## config.mk

```make
export PLATFORM = sky130hd
export DESIGN_NAME = dllm_ram
export DESIGN_NICKNAME = d
export VERILOG_FILES = /design/src/hdl/dllm_ram.sv
export SDC_FILE = /design/constraint.sdc
export NUM_CORES = 2
export LEC_CHECK = 0
export BUFFER_PORTS_ARGS = -buffer_cell sky130_fd_sc_hd__buf_4
export CORE_MARGIN = 3
export CORE_UTILIZATION = 55
export DETAILED_ROUTE_END_ITERATION = 16
export PLACE_DENSITY_LB_ADDON = 0.2
export SLEW_MARGIN = 25
export SYNTH_ARGS = -nofsm -noshare
export SYNTH_HDL_FRONTEND = slang
export SYNTH_SLANG_ARGS = --single-unit
```

## constraint.sdc

```tcl
create_clock -name i_clk -period 2.9 [get_ports i_clk]
set_clock_uncertainty 0.15 [all_clocks]
set_input_delay 0.145 -clock i_clk [delete_from_list [all_inputs] [get_ports i_clk]]
set_output_delay 0.145 -clock i_clk [all_outputs]
set_load 0.005 [all_outputs]
```

## src/hdl/dllm_ram.sv

```systemverilog
`default_nettype none
module dllm_ram #(
    parameter int WIDTH = 9,
    parameter int DEPTH = 256
) (
    input  wire logic                     i_clk,
    input  wire logic                     i_wr_en,
    input  wire logic [$clog2(DEPTH)-1:0] i_wr_addr,
    input  wire logic [WIDTH-1:0]         i_wr_data,
    input  wire logic                     i_rd_en,
    input  wire logic [$clog2(DEPTH)-1:0] i_rd_addr,
    output logic      [WIDTH-1:0]         o_rd_data
);

    logic [WIDTH-1:0] r_mem [DEPTH];

    // Write one entry, read one entry into the output register
    always_ff @(posedge i_clk) begin
        if (i_wr_en) begin
            r_mem[i_wr_addr] <= i_wr_data;
        end
        if (i_rd_en) begin
            o_rd_data <= r_mem[i_rd_addr];
        end
    end

endmodule
`default_nettype wire

```

==> out/qor.tcl <==
set qor(io_pins) 37
set qor(maximum_operating_frequency_mhz) 348.3
set qor(antenna_found_initial) 17
set qor(port-buffer-count) 36
set qor(grt_first_pass_wirelength_um) 327600
set qor(post-place-cells) 6798
set qor(place_hpwl_um) 143300
set qor(cp_required_ns) 3.34
set qor(p_sw_frac) 0.2109
set qor(average_size_of_a_mapped_cell_sq_um) 21.09
set qor(min_path_type) {in -> reg}
set qor(drv_slew) 0
set qor(relative_max_transition_margin) 0.2761
set qor(setup.reg_to_reg.worst_slack_ns) 0.03
set qor(finalWirelength_um) 226600
set qor(sequentialPowerShare) 0.542
set qor(place_congestion) 0.8700
set qor(floorplan.die.width_um) 409.1
set qor(detailedPlace.worstSlack_ns) -0.5237
set qor(synthesis.yosys.warnings) 0
set qor(edff_count_synth) 2313
set qor(p_leak_uw) 0.03345
set qor(area_growth_pct) 15.97
set qor(timing_worst_setup_path_type) {reg -> reg}
set qor(grt.overflow.total) 0
set qor(die_height_um) 409.1
set qor(cp.arrival_ns) 3.31
set qor(timing.final.setup_violations) 0
set qor(launch_point_of_the_worst_path) {r_mem[222][5]}
set qor(initial_detailed_routing_violation_count) 6631
set qor(layout_worst_path_cycle_share) 0.9901
set qor(synthDominantCellAreaShare) 0.7772
set qor(regToRegStartpoint) {r_mem[222][5]}
set qor(routed_wire_length_per_instance_um) 31.34
set qor(synth.ff_latch_count) 2313
set qor(cell_count_after_synthesis) 4237
set qor(post_synth_top_flop) {sky130_fd_sc_hd__edfxtp_1}
set qor(synthDominantAreaCellType) {sky130_fd_sc_hd__edfxtp_1}
set qor(seq_area_frac_synth) 0.7772
set qor(syn-num-nets) 4265
set qor(final_cells) 7229
set qor(p_per_area_nw_per_um2) 657.3
set qor(finalCriticalPeriod_ns) 2.871
set qor(tritoncts) {done}
set qor(nFillCells) 10724
set qor(cp_max_fo) 1
set qor(cts_buffer_depth) 3
set qor(layout.cells.most_common) {sky130_fd_sc_hd__edfxtp_1}
set qor(rr_worst_depth) 7
set qor(syn_area_sq_um) 89370
set qor(viasPerCell) 6.397
set qor(clock_insertion_delay_worst_skew_ns) 0.87
set qor(cts_max_level) 4
set qor(worstSetupEndpoint) {o_rd_data[5]}
set qor(cts_made_buffers) 220
set qor(most-common-layout-cells) {2,313 x sky130_fd_sc_hd__edfxtp_1, 576 x sky130_fd_sc_hd__buf_4, 467 x sky130_fd_sc_hd__mux4_2}
set qor(ys_async_sr_fraction) 0
set qor(post_cts_buffers) 0
set qor(core-area_sq_um) 160900
set qor(clkTransAtPathRegs_ns) 0.06
set qor(peakVddDrop_v) 0.0006581
set qor(crit_path_start_kind) {flop}
set qor(drv_cap) 0
set qor(area_of_the_die_sq_um) 167400
set qor(first_pass_iters) 5
set qor(post_drt_antenna_nets) 0
set qor(finish.net_count) 4910
set qor(drive_gt1_frac) 0.2879
set qor(clock-root-buffer) {sky130_fd_sc_hd__clkbuf_16}
set qor(placementRows) 147
set qor(yosys-top-cells-area) {sky130_fd_sc_hd__edfxtp_1 78%, sky130_fd_sc_hd__mux4_2 12%, sky130_fd_sc_hd__mux2i_1 2.0%, sky130_fd_sc_hd__a22oi_1 1.5%, sky130_fd_sc_hd__nor2_1 1.3%}
set qor(worst_setup_path_end_kind) {flop}
set qor(internal-power_uw) 53760
set qor(power.clock.fraction) 0.403
set qor(yosys.cell_types.count) 56
set qor(initial_util) 0.5553
set qor(tritoncts_num_sinks) 2313
set qor(timing.rr.end) {o_rd_data[5]}
set qor(detailroute.via_count) 46241
set qor(finalWorstSetupSlack_ns) 0.02880
set qor(grt_pass1_vias) 45912
set qor(global_route.usage.total) 0.2728
set qor(largest_net_degree_at_the_start_of_global_routing) 119
set qor(rsz0062_at_grt) {no}
set qor(tightest_slew_ns) 1.086
set qor(combPwrFrac) 0.055
set qor(p_sw_uw) 14370
set qor(outcome) {finished, final reports clean}
set qor(timing.final.hold_violations) 0
set qor(drc) 0
area by class of cell:
| type | instances | area (sq um) | share of cell area |
|---|---|---|---|
| Antenna cell | 8 | 20.02 | 0.0001932 |
| Clock buffer | 281 | 5819 | 0.05615 |
| Sequential cell | 2313 | 69460 | 0.6702 |
| Tap cell | 2160 | 2703 | 0.02608 |
| Inverter | 2 | 7.507 | 0.00007244 |
| Multi-Input combinational cell | 1663 | 18420 | 0.1777 |
| Clock inverter | 120 | 1041 | 0.01004 |
| Timing Repair Buffer | 682 | 6168 | 0.05952 |
cells by family after synthesis:
group	after synthesis	synth area share
buffers and inverters	261	0.01750
AO/OA/AOI/OAI	489	0.03748
AND/OR/NAND/NOR	500	0.02502
multiplexers	674	0.1428
flip-flops	2313	0.7772
cell usage after synthesis (all sizes together), types with 2 or more instances:
cell type  number
clkbuf        120
and3            3
nor2b          28
a31oi          10
mux4          476
nand2          40
and3b           4
or2             6
a21oi          98
nand3          31
edfxtp       2313
mux2           21
o21ai          36
o31a            8
and2            2
o221ai         36
a22o            8
a211o           3
nor4           27
o32a            2
a32oi           3
nor2          305
o32ai           3
a221oi         11
a22oi         174
nand3b          3
nor3b           4
buf           139
nand4          11
mux2i         177
nor3           21
a311oi          3
a211oi         26
o22ai          65
nand2b          9
worst max-delay path: stages (launching register included):
cell and delay, ns:
sky130_fd_sc_hd__edfxtp_1 0.38, sky130_fd_sc_hd__mux4_2 0.49, sky130_fd_sc_hd__and3_1 0.20, sky130_fd_sc_hd__a31oi_1 0.39
sky130_fd_sc_hd__nand4_1 0.29, sky130_fd_sc_hd__a211oi_2 0.46, sky130_fd_sc_hd__buf_4 0.21, sky130_fd_sc_hd__nor4_1 0.04
flip-flops by register name, indices dropped and copies added (netlist names):
signal and flops:
r_mem 2304, o_rd_data 9
what timing repair did:
action	in CTS	in global routing
hold buffers	22	0
pin swaps	0	0
setup endpoints to repair	1	1
endpoints found under the hold margin	2758	0
resized for setup	2	1
routing by layer:
layer | vias up | track usage | wire length [um]
met1 | 24378 | 0.4051 | 90570
li1 | 19100 | - | -
met5 | - | 0 | 27
met2 | 2447 | 0.4128 | 106300
met3 | 312 | 0.06362 | 23580
met4 | 4 | 0.07585 | 6130
worst min path at each step:
stage | from | to | depth (start not counted)
floorplan | i_wr_data[0] | r_mem[0][0] | 0
global placement | i_wr_data[4] | r_mem[242][4] | 1
detailed placement | i_rd_en | o_rd_data[4] | 1
CTS | i_wr_data[4] | r_mem[213][4] | 2
global route | i_wr_data[4] | r_mem[215][4] | 2
finish | i_wr_data[4] | r_mem[240][4] | 2
stage by stage:
stage / hold slack [ns] / total power [uW] / setup TNS [ns] / cell area, sq um / util
2_1_floorplan: 0.09387 / 39350 / 0 / 89370 / -
3_3_place_gp: 0.3701 / 41270 / -3.273 / 96520 / 0.5997
3_5_place_dp: 0.3545 / 41320 / -3.518 / 96520 / 0.5997
4_1_cts: 0.03576 / 68530 / 0 / 103600 / 0.6438
5_1_grt: 0.06843 / 70060 / 0 / 103600 / 0.6439
6_report: 0.1197 / 68130 / 0 / 103600 / 0.6440
power by group through the flow:
stage	clock network, uW	logic [uW]	registers [uW]
2_1_floorplan	0	1750	37600
3_3_place_gp	0	3640	37600
3_5_place_dp	0	3680	37600
4_1_cts	27900	3730	36900
5_1_grt	29200	3910	36900
6_report	27500	3720	36900
(Power assumes the default switching activity.)
