**config.mk**
```make
export PLATFORM = sky130hd
export DESIGN_NAME = dllm_ctrl
export DESIGN_NICKNAME = d
export VERILOG_FILES = /design/src/hdl/dllm_pkg.sv /design/src/hdl/dllm_ctrl.sv
export SDC_FILE = /design/constraint.sdc
export NUM_CORES = 1
export LEC_CHECK = 0
export BUFFER_PORTS_ARGS = -buffer_cell sky130_fd_sc_hd__buf_2
export CORE_MARGIN = 10
export CORE_UTILIZATION = 55
export CTS_CLUSTER_SIZE = 30
export DETAILED_ROUTE_END_ITERATION = 10
export PLACE_DENSITY = 0.76
export SETUP_SLACK_MARGIN = 0.4
export SYNTH_ARGS = -nofsm -noshare
export SYNTH_HDL_FRONTEND = slang
export SYNTH_SLANG_ARGS = --single-unit
```
**constraint.sdc**
```tcl
create_clock -name i_clk -period 4.1 [get_ports i_clk]
set_input_delay 0 -clock i_clk [delete_from_list [all_inputs] [get_ports i_clk]]
set_output_delay 0 -clock i_clk [all_outputs]
set_load 0.01 [all_outputs]
```
**src/hdl/dllm_pkg.sv**
```systemverilog
`default_nettype none
package dllm_pkg;

    // Node index width follows the input field; the pool covers every index
    localparam int IDX_W      = 8;
    localparam int NODE_COUNT = 2 ** IDX_W;
    // A link carries one extra top bit that marks "no node"
    localparam int LINK_W     = IDX_W + 1;
    localparam int ACT_W      = 3;
    localparam int ST_W       = 2;

    localparam logic [LINK_W-1:0] LINK_NONE = {1'b1, {IDX_W{1'b0}}};

    // Request actions
    localparam logic [ACT_W-1:0] ACT_ADD_TAIL  = 3'd0;
    localparam logic [ACT_W-1:0] ACT_ADD_HEAD  = 3'd1;
    localparam logic [ACT_W-1:0] ACT_TAKE_TAIL = 3'd2;
    localparam logic [ACT_W-1:0] ACT_TAKE_HEAD = 3'd3;
    localparam logic [ACT_W-1:0] ACT_ERASE     = 3'd4;

    // Result status codes
    localparam logic [ST_W-1:0] ST_OK         = 2'd0;
    localparam logic [ST_W-1:0] ST_EMPTY      = 2'd1;
    localparam logic [ST_W-1:0] ST_NOT_MEMBER = 2'd2;
    localparam logic [ST_W-1:0] ST_IS_MEMBER  = 2'd3;

    // One port pair of a link memory, as driven by the controller
    typedef struct packed {
        logic              rd_en;
        logic [IDX_W-1:0]  rd_addr;
        logic              wr_en;
        logic [IDX_W-1:0]  wr_addr;
        logic [LINK_W-1:0] wr_data;
    } t_mem_req;

endpackage
`default_nettype wire

```
**src/hdl/dllm_ctrl.sv**
```systemverilog
`default_nettype none
module dllm_ctrl
    import dllm_pkg::*;
(
    input  wire logic              i_clk,
    input  wire logic              i_rst_n,
    input  wire logic              i_in_valid,
    output logic                   o_in_stall,
    input  wire logic [ACT_W-1:0]  i_action,
    input  wire logic [IDX_W-1:0]  i_node_index,
    output logic                   o_out_valid,
    input  wire logic              i_out_stall,
    output logic      [IDX_W-1:0]  o_result_node,
    output logic      [ST_W-1:0]   o_status,
    output t_mem_req               o_next_req,
    output t_mem_req               o_prev_req,
    input  wire logic [LINK_W-1:0] i_next_data,
    input  wire logic [LINK_W-1:0] i_prev_data
);

    typedef enum logic {
        S_IDLE,
        S_EXEC
    } t_state;

    t_state              r_state, n_state;
    logic [LINK_W-1:0]   r_head, n_head;
    logic [LINK_W-1:0]   r_tail, n_tail;
    logic [NODE_COUNT-1:0] r_member, n_member;
    logic                r_out_valid, n_out_valid;
    logic [ACT_W-1:0]    r_action;
    logic [IDX_W-1:0]    r_node;
    logic [LINK_W-1:0]   r_pick, n_pick;
    logic [IDX_W-1:0]    r_res;
    logic [ST_W-1:0]     r_st;

    logic                in_acc;
    logic                exec_go;
    logic                do_unlink;
    logic [IDX_W-1:0]    res;
    logic [ST_W-1:0]     st;
    logic [IDX_W-1:0]    x_idx;
    logic [LINK_W-1:0]   nx;
    logic [LINK_W-1:0]   pv;
    logic                next_wr, prev_wr;
    logic [IDX_W-1:0]    next_wr_addr, prev_wr_addr;
    logic [LINK_W-1:0]   next_wr_data, prev_wr_data;

    // Take a request only between items; finish once the output register has room
    assign in_acc  = i_in_valid && (r_state == S_IDLE);
    assign exec_go = (r_state == S_EXEC) && (!r_out_valid || !i_out_stall);

    // Choose the node whose links are read: tail or head for pops, else the given node
    always_comb begin
        case (i_action)
            ACT_TAKE_TAIL: n_pick = r_tail;
            ACT_TAKE_HEAD: n_pick = r_head;
            default:       n_pick = {1'b0, i_node_index};
        endcase
    end

    // Work out the list update from the links read back
    always_comb begin
        n_head       = r_head;
        n_tail       = r_tail;
        n_member     = r_member;
        res          = r_node;
        st           = ST_OK;
        do_unlink    = 1'b0;
        next_wr      = 1'b0;
        prev_wr      = 1'b0;
        next_wr_addr = r_node;
        prev_wr_addr = r_node;
        next_wr_data = LINK_NONE;
        prev_wr_data = LINK_NONE;
        x_idx        = r_pick[IDX_W-1:0];
        // The tail has no successor and the head no predecessor
        nx = ({1'b0, x_idx} == r_tail) ? LINK_NONE : i_next_data;
        pv = ({1'b0, x_idx} == r_head) ? LINK_NONE : i_prev_data;

        case (r_action)
            ACT_ADD_TAIL, ACT_ADD_HEAD: begin
                if (r_member[r_node]) begin
                    st = ST_IS_MEMBER;
                end else begin
                    n_member[r_node] = 1'b1;
                    if (r_head[IDX_W]) begin
                        n_head = {1'b0, r_node};
                        n_tail = {1'b0, r_node};
                    end else if (r_action == ACT_ADD_TAIL) begin
                        next_wr      = 1'b1;
                        next_wr_addr = r_tail[IDX_W-1:0];
                        next_wr_data = {1'b0, r_node};
                        prev_wr      = 1'b1;
                        prev_wr_addr = r_node;
                        prev_wr_data = r_tail;
                        n_tail       = {1'b0, r_node};
                    end else begin
                        prev_wr      = 1'b1;
                        prev_wr_addr = r_head[IDX_W-1:0];
                        prev_wr_data = {1'b0, r_node};
                        next_wr      = 1'b1;
                        next_wr_addr = r_node;
                        next_wr_data = r_head;
                        n_head       = {1'b0, r_node};
                    end
                end
            end
            ACT_TAKE_TAIL, ACT_TAKE_HEAD: begin
                if (r_pick[IDX_W]) begin
                    res = '0;
                    st  = ST_EMPTY;
                end else begin
                    res       = x_idx;
                    do_unlink = 1'b1;
                end
            end
            ACT_ERASE: begin
                if (r_member[r_node]) begin
                    do_unlink = 1'b1;
                end else begin
                    st = ST_NOT_MEMBER;
                end
            end
            default: begin
            end
        endcase

        // Splice the node out: relink its neighbours or move head and tail
        if (do_unlink) begin
            n_member[x_idx] = 1'b0;
            if (nx[IDX_W]) begin
                n_tail = pv;
            end else begin
                prev_wr      = 1'b1;
                prev_wr_addr = nx[IDX_W-1:0];
                prev_wr_data = pv;
            end
            if (pv[IDX_W]) begin
                n_head = nx;
            end else begin
                next_wr      = 1'b1;
                next_wr_addr = pv[IDX_W-1:0];
                next_wr_data = nx;
            end
        end
    end

    // Issue the link reads at acceptance; write back only when the item completes
    always_comb begin
        o_next_req.rd_en   = in_acc;
        o_next_req.rd_addr = n_pick[IDX_W-1:0];
        o_prev_req.rd_en   = in_acc;
        o_prev_req.rd_addr = n_pick[IDX_W-1:0];
        o_next_req.wr_en   = exec_go && next_wr;
        o_next_req.wr_addr = next_wr_addr;
        o_next_req.wr_data = next_wr_data;
        o_prev_req.wr_en   = exec_go && prev_wr;
        o_prev_req.wr_addr = prev_wr_addr;
        o_prev_req.wr_data = prev_wr_data;
    end

    // Sequence and output occupancy
    always_comb begin
        n_state = r_state;
        case (r_state)
            S_IDLE:  if (in_acc) n_state = S_EXEC;
            S_EXEC:  if (exec_go) n_state = S_IDLE;
            default: n_state = S_IDLE;
        endcase
        n_out_valid = exec_go || (r_out_valid && i_out_stall);
    end

    // Hold state, list ends, membership and the output flag
    always_ff @(posedge i_clk) begin
        if (!i_rst_n) begin
            r_state     <= S_IDLE;
            r_head      <= LINK_NONE;
            r_tail      <= LINK_NONE;
            r_member    <= '0;
            r_out_valid <= 1'b0;
        end else begin
            r_state     <= n_state;
            r_out_valid <= n_out_valid;
            if (exec_go) begin
                r_head   <= n_head;
                r_tail   <= n_tail;
                r_member <= n_member;
            end
        end
    end

    // Latch the request and the result payload
    always_ff @(posedge i_clk) begin
        if (in_acc) begin
            r_action <= i_action;
            r_node   <= i_node_index;
            r_pick   <= n_pick;
        end
        if (exec_go) begin
            r_res <= res;
            r_st  <= st;
        end
    end

    assign o_in_stall    = (r_state != S_IDLE);
    assign o_out_valid   = r_out_valid;
    assign o_result_node = r_res;
    assign o_status      = r_st;

endmodule
`default_nettype wire

```
==> results of run 1 <==
[path summary, 6_finish.rpt]
| kind | from | to | slack (ps) | cells after the start |
|---|---|---|---|---|
| setup reg to reg | r_node[1] | r_member[93] | 400 | 13 |
| hold / removal | i_node_index[5] | r_node[5] | 210 | 2 |
| hold reg to reg | r_member[158] | r_member[158] | 460 | 2 |
| setup / recovery | r_node[0] | o_prev_req[7] | 200 | 14 |
[through the flow]
stage	std cells	util	cell area, um2
2_1_floorplan	1806	-	16200
3_3_place_gp	2157	0.591	17100
3_5_place_dp	2157	0.591	17100
4_1_cts	2260	0.651	18800
5_1_grt	2283	0.672	19400
6_report	2284	0.672	19400
[power breakdown]
part           switching, mW  internal (mW)
logic                  0.679          0.355
registers             0.0863           3.06
clock network           1.31           1.71
[flip-flops by register name, indices dropped and copies added (netlist names), 2 cells and up]
register and count:
r_member 256, r_head 9, o_result_node 8, r_action 3, r_tail 9, r_pick 9, o_status 2, r_node 8
[cells in the mapped netlist (all sizes together), types with 3 or more instances]
cell	number	area (um2)
a211o	5	43.8
a211oi	154	1240
a21oi	63	315
a22oi	45	338
a311oi	16	140
a31oi	174	1090
a32oi	49	429
a41oi	5	51.3
and2	5	31.3
and3	8	50.1
buf	90	533
clkbuf	131	492
dfxtp	276	5530
edfxtp	30	901
inv	41	154
mux2	4	45.0
mux2i	120	1200
mux4	23	518
nand2	96	360
nand2b	29	181
nand3	54	275
nand4	27	169
nor2	95	357
nor2b	23	144
nor3	72	370
nor4	6	37.5
o211ai	5	37.5
o21a	3	22.5
o21ai	48	240
o21bai	5	37.5
o221a	11	124
o22ai	21	131
o311a	5	50.1
o311ai	16	140
o31ai	11	82.6
or2	3	18.8
or3	4	25.0
or4	10	75.1
xnor2	7	61.3
xor2	9	78.8
[area by class of cell]
class                   instances  area share
multi-input cells            1237       0.469
clock buffers                  45      0.0491
repair buffers                252       0.111
flip-flops and latches        306       0.331
inverters                      42     0.00839
well taps                     384      0.0248
diodes                          2    0.000258
clock inverters                16     0.00645
[logic make-up (layout without fill, tap and decap cells)]
logic type,after synthesis,in the layout,share of synthesized area
XOR/XNOR,16,16,0.00867
AND/OR/NAND/NOR,433,433,0.130
flip-flops,306,306,0.397
other,0,2,0
multiplexers,147,147,0.109
AO/OA/AOI/OAI,641,641,0.282
buffers and inverters,263,355,0.0731
[metal layers]
layer / part of all wire / vias up
met4: 0.068 / 0
met5: 0 / -
met2: 0.42 / 1469
li1: - / 7103
met1: 0.37 / 8237
met3: 0.15 / 344
[timing repair]
action	4_1_cts	5_1_grt
hold buffers	30	0
resized for setup	41	73
pin swaps	13	17
endpoints found under the setup margin	302	219
buffers inserted	8	17
hold endpoints to repair	38	0
cloned	4	5
==> key figures, run 1 <==
Routing
  • Post-route ant nets: 0
  • # DRC: 0
  • Drt first pass iters: 6
  • Wire length per cell: 28.9 um
  • Vias/cell: 7.51
  • Vias post-DR: 17200
  • DR iter-0 viols: 2910
  • Total wire length: 65900 um

Pwr
  • Total power: 7.21 mW
  • Worst vdd ir: 293 uV
  • P per Cell Area: 372 nW/um2
  • Lkg Pwr: 6.68 nW

Timing
  • Worst setup margin: 199 ps
  • Final period util: 0.952
  • RSZ-0062 raised after global routing: yes
  • Max-slew violations: 0
  • # setup viols final: 0
  • Setup_tns: 0 ps
  • Clock Skews: 30.1 ps
  • Worst relative slew slack: 0.154
  • Hold WS: 206 ps
  • Fmax: 256 MHz
  • Fin. Hold Viols: 0
  • Post-route minimum period: 3900 ps
  • Worst-margin pin slew: 1260 ps

Setup path
  • Worst path cell trace: buf_12 > mux4_2 > mux4_2 > o22ai_4 > nor3_4 > a41oi_2 > nand3_4 > buf_4 > buf_6 > mux2i_4 > nand2_4 > clkbuf_16 > o22ai_1 > buf_2
  • Type of the worst setup path: flop to output port
  • Critical path's top delay family: multiplexers
  • Largest stage delay, worst path: 580 ps
  • Crit path max fanout: 8
  • Arrival @ worst endpoint: 3900 ps
  • CP most frequent cell: mux4_2
  • Buf+Inv Stages, Crit Path: 5
  • Worst Setup Start Kind: flop
  • Critical Path Slowest Stage Cell: mux4_2
  • Critical Path RT: 4100 ps
  • Crit. End Element: output port

Die
  • Die area: 36700 um2
  • Row count: 62
  • # IOs: 99
  • Die X-Extent: 191 um
  • Initial Util: 0.560
  • Core area: 28900 um2
  • Die height: 191 um

Yosys
  • Syn nets: 1839
  • Mean post-synth cell area: 8.95 um2
  • Synth warnings: 0
  • Post-synth EDFFs: 30
  • FF+latch count, synth: 306
  • Post-Synthesis Cells: 1806
  • Main synth FF type: dfxtp_1
  • Distinct cells, synth: 54
  • Register area share after synthesis: 0.397
  • Post-Syn Area: 16200 um2
  • Async S/R FF share, synth: 0

Clock tree
  • Root Driver: clkbuf_16
  • Worst-path clk slew: 60 ps
  • # clock sinks: 306
  • # H-tree levels: 2
  • CTS tree: built
  • CTS Buf Count: 34
  • Worst-Skew Late Latency: 550 ps
  • Clock tree buffer depth: 3

Placement
  • Post-detail-place hpwl: 40100 um
  • Buffers on Ports: 98
  • GPL Wtd Cong: 1.01
  • Worst slack at placement: -55.8 ps

Finish
  • Area Overhead vs Synth: 19.9%
  • Multi-input gate area: 9090 um2
  • Nets: 1906
  • Commonest non-fill, non-tap cell in the layout: dfxtp_1
  • Layout cells sized above 1: 0.224
  • Filler instances: 2273
  • Register Area: 6430 um2
  • Commonest non-fill, non-tap cells in the layout: dfxtp_1 (276), a31oi_1 (173), a211oi_1 (134)

GRT
  • Initial antenna violation count: 1
  • GR Layer Usage met2: 0.480
  • Vias in the first global route: 15800
  • Met3 Resource Use GR: 0.0984
  • GRT Residual Overflow: 0
  • Tot GR Track Use: 0.338
  • Global-route wire length before repair: 96600 um
  • Top Usage Layer GRT: met2
  • Grt met1 use: 0.446
  • Largest net degree at the start of global routing: 103

Flow run
  • Max-cap violations: 0

Outcome
  • Status: complete, no violations

Worst hold path
  • HP Class: primary input to flop
Power figures use the tool's default switching activity.
==> inputs of run 2 (changes only) <==
--- a/config.mk
+++ b/config.mk
@@ -7,10 +7,10 @@
 export LEC_CHECK = 0
 export BUFFER_PORTS_ARGS = -buffer_cell sky130_fd_sc_hd__buf_2
 export CORE_MARGIN = 10
-export CORE_UTILIZATION = 55
+export CORE_UTILIZATION = 29
 export CTS_CLUSTER_SIZE = 30
 export DETAILED_ROUTE_END_ITERATION = 10
-export PLACE_DENSITY = 0.76
+export PLACE_DENSITY = 0.47
 export SETUP_SLACK_MARGIN = 0.4
 export SYNTH_ARGS = -nofsm -noshare
 export SYNTH_HDL_FRONTEND = slang
==> key figures, run 2 (synthesis gave the netlist of run 1 again) <==
Routing
  • Drt first pass iters: 5
  • Met3 wire length: 6660 um
  • Total wire length: 74400 um
  • Met2 wire length: 33600 um
  • Max Used Layer: met4
  • Post-route ant nets: 0
  • Vias/cell: 6.09
  • Wire length per cell: 27.7 um
  • DR iter-0 viols: 2010
  • # DRC: 0
  • Vias post-DR: 16400
  • M1 wire length: 31600 um

Timing
  • Setup_tns: 0 ps
  • Fin. Hold Viols: 0
  • Worst relative slew slack: 0.107
  • RSZ-0062 raised after global routing: yes
  • Worst-margin pin slew: 1330 ps
  • # setup viols final: 0
  • Max-slew violations: 0
  • Fmax: 250 MHz
  • Final period util: 0.974
  • Post-route minimum period: 3990 ps
  • Clock Skews: 20.6 ps

Finish
  • Largest register FFs: 256
  • Reg with most FFs: r_member
  • Filler instances: 5507
  • Layout cells sized above 1: 0.243
  • Final instance area: 20300 um2
  • Nets: 1944
  • Commonest non-fill, non-tap cell in the layout: dfxtp_1
  • Area Overhead vs Synth: 25.3%
  • Commonest non-fill, non-tap cells in the layout: dfxtp_1 (276), a31oi_1 (172), a211oi_1 (124)

Placement
  • Placed cell areas: 17800 um2
  • Buffers on Ports: 98
  • Post-detail-place hpwl: 46900 um
  • GPL Wtd Cong: 0.949

Die
  • Die X-Extent: 256 um
  • Initial Util: 0.293
  • Core area: 55200 um2
  • Row count: 86
  • # IOs: 99
  • Die area: 65600 um2
  • Die height: 256 um

GRT
  • Global-route wire length before repair: 108000 um
  • Tot GR Track Use: 0.213
  • Largest net degree at the start of global routing: 81
  • GRT Residual Overflow: 0
  • Vias in the first global route: 15700
  • Initial antenna violation count: 0

Clock tree
  • Root Driver: clkbuf_16
  • # H-tree levels: 2
  • CTS tree: built
  • # clock sinks: 306
  • Worst-path clk slew: 60 ps
  • Clock tree buffer depth: 3
  • Worst-Skew Late Latency: 570 ps
  • CTS Buf Count: 37

Pwr
  • Worst vdd ir: 275 uV
  • Sw frac: 0.289
  • Lkg Pwr: 6.94 nW
  • P per Cell Area: 370 nW/um2
  • Comb pwr share: 0.146
  • Psw: 2.17 mW
  • Clk network pwr share: 0.435
  • Seq pwr share: 0.419
  • Pint: 5.33 mW

Flow run
  • Max-cap violations: 0

Outcome
  • Status: complete, no violations

Setup path
  • Critical Path RT: 4100 ps
  • Type of the worst setup path: flop to output port
  • Worst Setup Start Kind: flop
  • Crit path max fanout: 12
  • Crit. End Element: output port
  • R2R setup slack: 370 ps
  • Arrival @ worst endpoint: 3990 ps

Worst hold path
  • HP Class: primary input to flop
-- run 2: changes by cell type in the layout (fill, tap and decap cells not counted), sizes merged --
cell,previous run,this run
buf,215,248
clkbuf,50,62
clkinv,13,6
nand2,96,98
bufbuf,2,3
bufinv,1,0
clkinvlp,0,1
inv,44,43
-- run 2: layout make-up --
| cell class | instances | area [um2] | share of cell area |
|---|---|---|---|
| inverter | 42 | 163 | 0.00803 |
| multi-input combinational | 1239 | 9140 | 0.451 |
| clock buffer | 58 | 1120 | 0.0552 |
| sequential | 306 | 6430 | 0.317 |
| clock inverter | 8 | 50.0 | 0.00247 |
| antenna | 2 | 5.00 | 0.000247 |
| tap | 748 | 936 | 0.0462 |
| timing repair buffer | 285 | 2420 | 0.120 |
-- run 2: per-stage QoR --
step | std cells | total power, mW | utilization | setup slack [ps] | hold slack [ps]
2_1_floorplan | 1806 | 3.71 | - | 977 | 98.9
3_3_place_gp | 2555 | 4.09 | 0.322 | 176 | 195
3_5_place_dp | 2555 | 4.09 | 0.322 | 99.9 | 195
4_1_cts | 2676 | 7.44 | 0.358 | 111 | 102
5_1_grt | 2686 | 7.71 | 0.367 | 25.8 | 199
6_report | 2688 | 7.50 | 0.367 | 107 | 158
-- run 2: worst paths after layout --
check,from,endpoint,cells after the start
worst max-delay path,r_node[0],o_next_req[15],13
worst min-delay path,i_prev_data[8],r_head[6],4
worst max register to register,r_node[0],r_member[114],15
worst min register to register,r_member[158],r_member[158],2
-- run 2: critical path, cell delays in order (launching register included) --
cell and delay, ps:
edfxtp_1 390, buf_12 180, mux4_2 530, mux4_2 530, o22ai_2 150, nor3_1 110
a41oi_2 290, buf_4 170, buf_4 110, nand4_1 240, nand2_4 240, mux2i_1 90
o21ai_0 220, buf_2 180
-- run 2: what timing repair did --
item,CTS,global route
hold buffers,30,0
pin swaps,11,73
buffers inserted,20,6
resized for setup,57,73
cloned,5,4
setup endpoints to repair,277,251
endpoints found under the hold margin,45,0
-- run 2: power by group through the flow --
| stage | combinational, mW | clock, mW | sequential (mW) |
|---|---|---|---|
| global placement | 0.885 | 0 | 3.20 |
| detailed placement | 0.886 | 0 | 3.20 |
| CTS | 1.00 | 3.30 | 3.14 |
| finish | 1.10 | 3.27 | 3.14 |
| floorplan | 0.559 | 0 | 3.16 |
| global route | 1.15 | 3.42 | 3.14 |
-- run 2: routing by layer --
layer	up-vias	track usage
met2	841	0.331
met1	8199	0.287
met4	0	0.0803
li1	7185	-
met5	-	0
met3	141	0.0413
